File: config.mk
export PLATFORM = sky130hd
export DESIGN_NAME = vrf_isqrt
export DESIGN_NICKNAME = d
export VERILOG_FILES = /design/src/rtl/vrf_pkg.sv /design/src/rtl/vrf_isqrt.sv
export SDC_FILE = /design/constraint.sdc
export NUM_CORES = 1
export LEC_CHECK = 0
export BUFFER_PORTS_ARGS = -buffer_cell sky130_fd_sc_hd__buf_4
export CAP_MARGIN = 15
export CORE_ASPECT_RATIO = 1.1
export CORE_UTILIZATION = 57
export DETAILED_ROUTE_END_ITERATION = 10
export PLACE_DENSITY = 0.78
export SETUP_SLACK_MARGIN = 0.3
export SYNTH_ARGS = -nofsm -noshare
export SYNTH_HDL_FRONTEND = slang
export SYNTH_SLANG_ARGS = --single-unit
File: constraint.sdc
create_clock -name clk -period 2.35 [get_ports clk]
set_input_delay 0.1175 -clock clk [delete_from_list [all_inputs] [get_ports clk]]
set_output_delay 0.1175 -clock clk [all_outputs]
set_load 0.02 [all_outputs]
File: src/rtl/vrf_pkg.sv
`default_nettype none

package vrf_pkg;

    localparam int COMPONENT_WIDTH_DEF = 16;
    localparam int INDEX_WIDTH = 16;

    typedef logic [1:0] status_t;

    localparam status_t ST_OK         = 2'd0;
    localparam status_t ST_ZERO_INDEX = 2'd1;
    localparam status_t ST_TIR        = 2'd2;

endpackage

`default_nettype wire

File: src/rtl/vrf_isqrt.sv
`default_nettype none

module vrf_isqrt
    import vrf_pkg::*;
#(
    parameter int FRAC = COMPONENT_WIDTH_DEF - 2,
    parameter int SIDE_W = 8
)
(
    input  wire logic                clk,
    input  wire logic                rst_n,
    input  wire logic                en,
    input  wire logic                in_valid,
    input  wire logic [2*FRAC:0]     radicand,
    input  wire logic [SIDE_W-1:0]   side_in,
    output logic                     out_valid,
    output logic [FRAC+1:0]          root,
    output logic [SIDE_W-1:0]        side_out
);

    localparam int KW  = 2 * FRAC + 1;
    localparam int KB  = 2 * FRAC + 2;
    localparam int NS  = FRAC + 1;
    localparam int RTW = FRAC + 2;
    localparam int RMW = FRAC + 4;

    logic              st_v_reg    [NS+1];
    logic [KB-1:0]     st_k_reg    [NS+1];
    logic [RTW-1:0]    st_root_reg [NS+1];
    logic [RMW-1:0]    st_rem_reg  [NS+1];
    logic [SIDE_W-1:0] st_side_reg [NS+1];

    logic              out_v_reg;
    logic [RTW-1:0]    out_root_reg;
    logic [SIDE_W-1:0] out_side_reg;
    logic [RTW-1:0]    root_next;

    // stage zero is the input itself
    always_comb
    begin
        st_v_reg[0]    = in_valid;
        st_k_reg[0]    = {{(KB-KW){1'b0}}, radicand};
        st_root_reg[0] = '0;
        st_rem_reg[0]  = '0;
        st_side_reg[0] = side_in;
    end

    // one root bit per stage
    for (genvar j = 0; j < NS; j++)
    begin : g_step
        logic [RMW-1:0] cur;
        logic [RMW-1:0] trial;
        logic           ge;

        assign cur   = {st_rem_reg[j][RMW-3:0], st_k_reg[j][KB-1-2*j -: 2]};
        assign trial = {st_root_reg[j], 2'b01};
        assign ge    = (cur >= trial);

        always_ff @(posedge clk or negedge rst_n)
        begin
            if (!rst_n)
            begin
                st_v_reg[j+1] <= 1'b0;
            end
            else if (en)
            begin
                st_v_reg[j+1] <= st_v_reg[j];
            end
        end

        always_ff @(posedge clk)
        begin
            if (en)
            begin
                st_k_reg[j+1]    <= st_k_reg[j];
                st_rem_reg[j+1]  <= ge ? (cur - trial) : cur;
                st_root_reg[j+1] <= {st_root_reg[j][RTW-2:0], ge};
                st_side_reg[j+1] <= st_side_reg[j];
            end
        end
    end

    // round to nearest: remainder above root means the next integer is closer
    always_comb
    begin
        root_next = st_root_reg[NS];
        if (st_rem_reg[NS] > RMW'(st_root_reg[NS]))
        begin
            root_next = st_root_reg[NS] + RTW'(1);
        end
    end

    always_ff @(posedge clk or negedge rst_n)
    begin
        if (!rst_n)
        begin
            out_v_reg <= 1'b0;
        end
        else if (en)
        begin
            out_v_reg <= st_v_reg[NS];
        end
    end

    always_ff @(posedge clk)
    begin
        if (en)
        begin
            out_root_reg <= root_next;
            out_side_reg <= st_side_reg[NS];
        end
    end

    assign out_valid = out_v_reg;
    assign root      = out_root_reg;
    assign side_out  = out_side_reg;

endmodule

`default_nettype wire

==> metrics.txt, run 1 <==
Final setup viols 70; Ys Warns 0; post-place setup slack -0.6283 ns; worst vdd rail ir drop about 0.63 mV; Setup Skew ~0.028 ns; Distinct cells, synth between 70 and 80; Final min period between 2 and 3 ns; EDFF count, synth slightly below 700; largest area contributor in the netlist edfxtp_1; CTS tree yes; largest net degree at the start of global routing 96; I/O Pins between 60 and 70; ratio of final minimum period to clock period 107.3%; DIE AREA roughly 55000 um2; H-tree Lvls 3; Initial DRC Count between 1500 and 2000; grt ovf 0; Die Width approximately 220 um; Worst Max-Slew Pin Slew between 0.7 and 0.8 ns; worst skew pair latency 0.61 ns; layout cells sized above 1 between 40% and 50%; Mapped Nets 2387; most frequent cell after synthesis edfxtp_1; Setup CP Type register to register; Nets just over 3000; Worst setup EP type register; total CTS buffers 70; Comb power frac between 20% and 30%; RSZ-0062 raised after global routing yes; Pwr Total roughly 37 mW; Final Hold Viols 0; DR vias between 20000 and 25000; crit path max fanout 6; GR Util met1 between 20% and 30%; register area share after synthesis about two thirds; Post-Syn Area 31060 um2; Global Route met3 Usage 3.672%; status finished, violations left; Yosys top cell area share about two thirds; Max-slew headroom between 40% and 50%; grt met2 use ~40%; first-pass GRT wire length roughly 99 mm; core area about 54000 um2; Worst EP arrival 2.87 ns; crit start category register; Clock Pin Slew Worst Setup and Hold Paths approximately 0.07 ns; crit-path leading delay family compound AO/OA/AOI/OAI gates; final setup TNS -3.439 ns; clk sink count 710; Synth Register Bits 710; DR pass1 iterations 5; top cells by count, synth 694 x edfxtp_1, 178 x inv_1, 151 x ha_1; Psw 10.27 mW; final WL 68.86 mm; power per cell area between 800 and 900 nW/um2; Vias per Instance roughly 5.6; Max Clk Rate approximately 400 MHz; # fillers 2710; switching part of the total approximately 28%; post-DP HPWL just under 40 mm; global route hottest layer met2; Gate Count Post-Synth 2195; Worst Hold Class input port to register; DR WL/cell between 15 and 20 um; Most used DFF post-synth edfxtp_1; Mean Syn Cell Area 14.15 um2; CTS Root Cell clkbuf_16; Cells after DPL approximately 3200; Leak between 15 and 20 nW; Total GRT Usage 22.62%; ANT cells 0; largest cells by area after synthesis edfxtp_1 67%, ha_1 6.1%, xnor2_1 3.0%; clock buffer depth 3; Max-Cap Viols 0; violated checks setup timing; Post-synth ARST share approximately 2.3%; Reg power frac between 40% and 50%; Slowest cell on crit path edfxtp_1; max FFs per register 230; DRC 0; Rows 89; critical path cell sequence ha_4 -> a21oi_2 -> nand2_1 -> a41o_1 -> o41a_1 -> buf_4 -> a21oi_4 -> nand3_2 -> xnor2_1; Hold WS 0.2203 ns; gp weighted congestion approximately 0.9; non-filler cells, final about 3600; Slew Limit Fails 0; Bufs and invs on worst path 1; Initial Util ~58%; Die Y between 200 and 250 um; internal power between 20 and 30 mW; clock share of power between 20% and 30%; Final WS setup -0.1705 ns; I/O Buffers between 60 and 70; vias in the first global route approximately 20000; Worst EP required between 2 and 3 ns; Post-DRT Antenna Nets 0; Critical Path Max Stage Delay ~0.5 ns; Area Overhead vs Synth 37.12%; antenna violations before repair 0
-- power groups by stage --
stage / sequential [mW] / combinational, mW / clock (mW)
after floorplan: 16.6 / 4.45 / 0
after global placement: 16.8 / 6.52 / 0
after detailed placement: 16.9 / 6.73 / 0
after CTS: 16.7 / 8.23 / 11.2
after global routing: 16.9 / 10.2 / 11.7
final: 16.8 / 9.51 / 11.0
-- logic make-up after synthesis --
| logic type | Yosys count | share of synthesized area, % |
|---|---|---|
| buffers and inverters | 203 | 2.554 |
| AO/OA/AOI/OAI | 387 | 7.794 |
| multiplexers | 57 | 2.038 |
| AND/OR/NAND/NOR | 519 | 8.438 |
| adder cells (fa/ha/maj) | 151 | 6.082 |
| flip-flops | 710 | 68.37 |
| XOR/XNOR | 167 | 4.708 |
| other | 1 | 0.01207 |
-- metrics by stage --
step                cell area [um2]  utilization, %
floorplan                     32170               -
global placement              35400           65.82
detailed placement            35400           65.82
CTS                           40590           75.47
global route                  42600           79.20
finish                        42600           79.20
-- layout make-up --
cell class / count / area [um2] / share of cell area, %
sequential: 710 / 21240 / 49.86
multi-input combinational: 1285 / 12430 / 29.17
clock inverter: 40 / 389.1 / 0.9135
timing repair buffer: 586 / 5087 / 11.94
inverter: 179 / 684.4 / 1.607
tap: 728 / 910.9 / 2.138
clock buffer: 84 / 1857 / 4.359
-- cells in the final DEF (no fill, tap or decap), drive strengths merged, types with 37 or more instances in the layout --
cell         synthesis  final
buf                 13    545
xnor2              105    105
edfxtp             694    694
nor3                51     51
mux2                47     47
clkbuf              11     84
nand3               35     37
ha                 151    151
xor2                62     62
inv                179    183
o21ai              100    100
a21oi              127    127
nand2              134    134
dlygate4sd3          0     41
nor2               124    125
-- routing by layer --
layer | wire, um | vias up | part of all wire [%]
li1 | - | 9444 | -
met1 | 26660 | 9856 | 39
met2 | 36040 | 689 | 52
met3 | 3567 | 205 | 5.2
met4 | 2589 | 0 | 3.8
met5 | 0 | - | 0
-- path summary, 6_finish.rpt --
path	cells after the start	to	start	slack [ns]
max reg2reg	9	g_step[12].cur[17]	g_step[11].cur[3]	-0.17
min reg2reg	0	st_side_reg[39]	st_side_reg[47]	0.41
max	9	g_step[12].cur[17]	g_step[11].cur[3]	-0.17
min in group asynchronous	3	st_v_reg[3]	rst_n	0.62
min	2	st_k_reg[442]	radicand[22]	0.22
max in group asynchronous	3	st_v_reg[12]	rst_n	1.30
-- repair_timing --
action	CTS	global route
hold buffers	41	0
gates resized for setup	341	289
hold endpoints to repair	72	0
pin swaps	161	139
endpoints found under the setup margin	221	234
setup buffers	128	92
cloned	3	1
Power figures use the tool's default switching activity.
==> run 2: changes to the inputs <==
- ABC_AREA: unset -> 1
- CELL_PAD_IN_SITES_DETAIL_PLACEMENT: unset -> 0
- CELL_PAD_IN_SITES_GLOBAL_PLACEMENT: unset -> 1
- CORE_UTILIZATION: 57 -> 46
- PLACE_DENSITY: 0.78 -> 0.74
==> run 2 against run 1 <==
The run now ends clean. Critical endpoint is now root[14]. Via count is 18% higher. Critical path type unchanged. Sequential share of layout area is 1.4 points lower. Sequential cell count did not move. First-iteration DRC count fell by 5.3%. Register-to-register slack gained 0.37 ns. Fmax up 17%. Sequential power about the same. Combinational power down 12%. Non-clock buffer count down 205. Synthesized cell count grew 50%. Design area up 2.8%. Highest routed layer unchanged. Worst setup slack gained 0.37 ns.
==> metrics.txt, run 2 <==
Max-Cap Viols 0 (unchanged); CTS Root Cell clkbuf_16; final WL 83.04 mm (+21%); Vias per Instance 5.028 (-10%); Initial DRC Count 1453 (-5.3%); ratio of final minimum period to clock period 91.62% (-16 points); Psw 10.79 mW (+5.1%); Worst EP arrival 2.50 ns (-0.37 ns); Final Hold Viols 0 (unchanged); vias in the first global route 23057 (+15%); Distinct cells, synth 52 (-31%); Reg power frac 44.1% (-0.9 points); DR pass1 iterations 5 (unchanged); DR vias 23876 (+18%); first-pass GRT wire length 126.8 mm (+28%); total CTS buffers 77 (+10%); DRC 0 (unchanged); Worst Max-Slew Pin Slew 0.7800 ns (-0.01763 ns); Initial Util 46.65% (-11 points); Post-DRT Antenna Nets 0 (unchanged); most common cell after layout, fill and taps aside nand2_1; top cells by count, synth 903 x nand2_1, 694 x edfxtp_1, 488 x inv_1; I/O Buffers 65 (unchanged); Cells after DPL 4401 (+37%); Nets 3927 (+30%); largest area contributor in the netlist edfxtp_1; Yosys top cell area share 60.76% (-6.3 points); Clock Pin Slew Worst Setup and Hold Paths 0.06 ns (about the same); gp weighted congestion 0.8829 (-1.7%); Ys Warns 0 (unchanged); Leak 18.59 nW (+12%); Gate Count Post-Synth 3295 (+50%); Setup Skew 0.02342 ns (-0.004803 ns); DR WL/cell 17.49 um (-8.3%); internal power 26.62 mW (-1.6%); largest net degree at the start of global routing 96 (unchanged); core area 73520 um2 (+37%); antenna violations before repair 0 (unchanged); crit start category register; switching part of the total 28.85% (+1.3 points); Worst Hold Class input port to register; placed cell areas 36820 um2 (+4.0%); worst hold path depth 2 (unchanged); Die Width 262.4 um (+17%); H-tree Lvls 3 (unchanged); Hold Path End st_k_reg[436]; RSZ-0062 raised after global routing yes; clock buffer depth 3 (unchanged); R2R depth 12 (+3); Comb power frac 22.5% (-3.0 points); ANT cells 0 (unchanged); Mean Syn Cell Area 10.41 um2 (-26%); DIE AREA 75660 um2 (+36%); worst r2r src st_root_reg[12]; crit path max fanout 6 (unchanged); worst skew pair latency 0.62 ns (about the same); largest cells by area after synthesis edfxtp_1 61%, nand2_1 9.9%, ha_1 5.5%; clk sink count 710 (unchanged); worst vdd rail ir drop 0.6280 mV (-0.58%); Mapped Nets 3487 (+46%); Max Clk Rate 464.4 MHz (+17%); Post-synth ARST share 2.254% (unchanged); Setup CP Type register to register; Die Y 288.4 um (+17%); register area share after synthesis 61.93% (-6.4 points); Total GRT Usage 21.46% (-1.2 points); commonest non-fill, non-tap cells in the layout 763 x nand2_1, 694 x edfxtp_1, 424 x inv_1; Most used DFF post-synth edfxtp_1; # fillers 6193 (+130%); non-filler cells, final 4749 (+31%); most frequent cell after synthesis nand2_1; layout cells sized above 1 26.09% (-16 points); Final min period 2.153 ns (-0.3673 ns); status finished, final reports clean; Rows 104 (+17%); r2r setup slk 0.20 ns (+0.37 ns); clock share of power 33.5% (+4.0 points); I/O Pins 66 (unchanged); Final setup viols 0 (-100%); Post-Syn Area 34300 um2 (+10%); HP Start radicand[16]; power per cell area 854.3 nW/um2 (-2.5%); Slew Limit Fails 0 (unchanged); CTS tree yes; post-route cell area 43800 um2 (+2.8%); Synth Register Bits 710 (unchanged); grt ovf 0 (unchanged); Max-slew headroom 47.77% (+1.4 points); max FFs per register 230 (unchanged); Worst R2R End root[14]; Worst EP required 2.70 ns (about the same); post-DP HPWL 58.98 mm (+53%); Worst setup EP type register; Area Overhead vs Synth 27.70%; EDFF count, synth 694 (unchanged)
==> run 2: cell count changes after synthesis, sizes merged, moves of 19 or more <==
cell	change
a21oi	+30
inv	+320
mux2	-47
nand2	+809
nand2b	-28
nand3	+162
nand3b	+19
nand4	+19
nor2	+105
nor2b	-24
o21a	-33
o21ai	+23
xnor2	-73
==> run 2: final cells by class <==
class                      count  area, um2  share of cell area, %
clock buffer                  88       2009                  4.588
clock inverter                51      618.1                  1.411
inverter                     499       1916                  4.374
multi-input combinational   2062      13360                  30.51
sequential                   710      21240                  48.49
tap                          954       1194                  2.725
timing repair buffer         381       3423                  7.816
timing repair inverter         4      35.03                0.07999
==> run 2: power by group through the flow <==
stage | clock network [mW] | registers (mW) | logic, mW
floorplan | 0 | 16.3 | 4.32
finish | 12.5 | 16.5 | 8.41
global route | 13.4 | 16.6 | 9.29
detailed placement | 0 | 16.6 | 6.49
global placement | 0 | 16.6 | 6.46
CTS | 12.9 | 16.5 | 7.18
==> run 2: critical path: stages, from the launching register on <==
cell and delay (ns):
edfxtp_1 0.47, inv_2 0.09, ha_4 0.27, nand2_2 0.04, inv_2 0.05, nand2_2 0.05, nor3b_4 0.31, nand2_1 0.13
nand2_2 0.12, nand2_4 0.08, buf_8 0.15, nand2_2 0.06, nand2_2 0.07
==> run 2: how the worst max path moves through the flow <==
stage / from / end / slack, ns / cells after the start
6_report: st_root_reg[12] / root[14] / 0.20 / 12
5_1_grt: st_root_reg[5] / root[13] / 0.12 / 13
4_1_cts: st_root_reg[12] / root[14] / 0.24 / 12
3_5_place_dp: g_step[6].trial[7] / g_step[7].cur[3] / 0.009 / 9
3_3_place_gp: g_step[6].trial[7] / g_step[7].cur[3] / -0.01 / 9
2_1_floorplan: g_step[14].cur[13] / st_rem_reg[17] / 0.41 / 8
==> run 2: metal layers <==
layer  up-vias  part of all wire, %  GRT usage [%]
met5         -                    0              0
met4         0                  2.3          6.441
met3       124                  3.8          3.232
met2       436                   48          35.74
met1     11424                   46          29.17
li1      11892                    -              -
==> run 2: through the flow <==
stage               setup TNS [ns]  setup WS, ns  utilization [%]  hold slack, ns  total power, mW
floorplan                        0        0.4128                -         -0.1781            20.63
global placement          -0.01399      -0.01399            50.09        -0.01290            23.10
detailed placement               0      0.008994            50.09       -0.006354            23.13
CTS                              0        0.2366            56.30          0.1727            36.52
global route                     0        0.1170            59.57          0.1911            39.24
finish                           0        0.1968            59.57          0.2124            37.42
==> run 2: logic make-up (layout without fill, tap and decap cells) <==
group / count (synthesis) / after routing / share of synthesized area [%]
DFF: 710 / 710 / 61.93
adders and majority gates: 151 / 151 / 5.508
and+or+nand+nor: 1502 / 1504 / 18.86
AOI/OAI and AO/OA: 302 / 302 / 4.910
other: 1 / 1 / 0.01093
buffers and inverters: 525 / 1023 / 6.128
xor gates and xnor gates: 104 / 104 / 2.656
==> run 2: timing repair <==
action	CTS	global route
setup endpoints to repair	203	217
gates cloned	3	9
hold endpoints to repair	67	0
resized for setup	173	394
buffers inserted	57	97
pin swaps	29	130
hold buffers	43	0
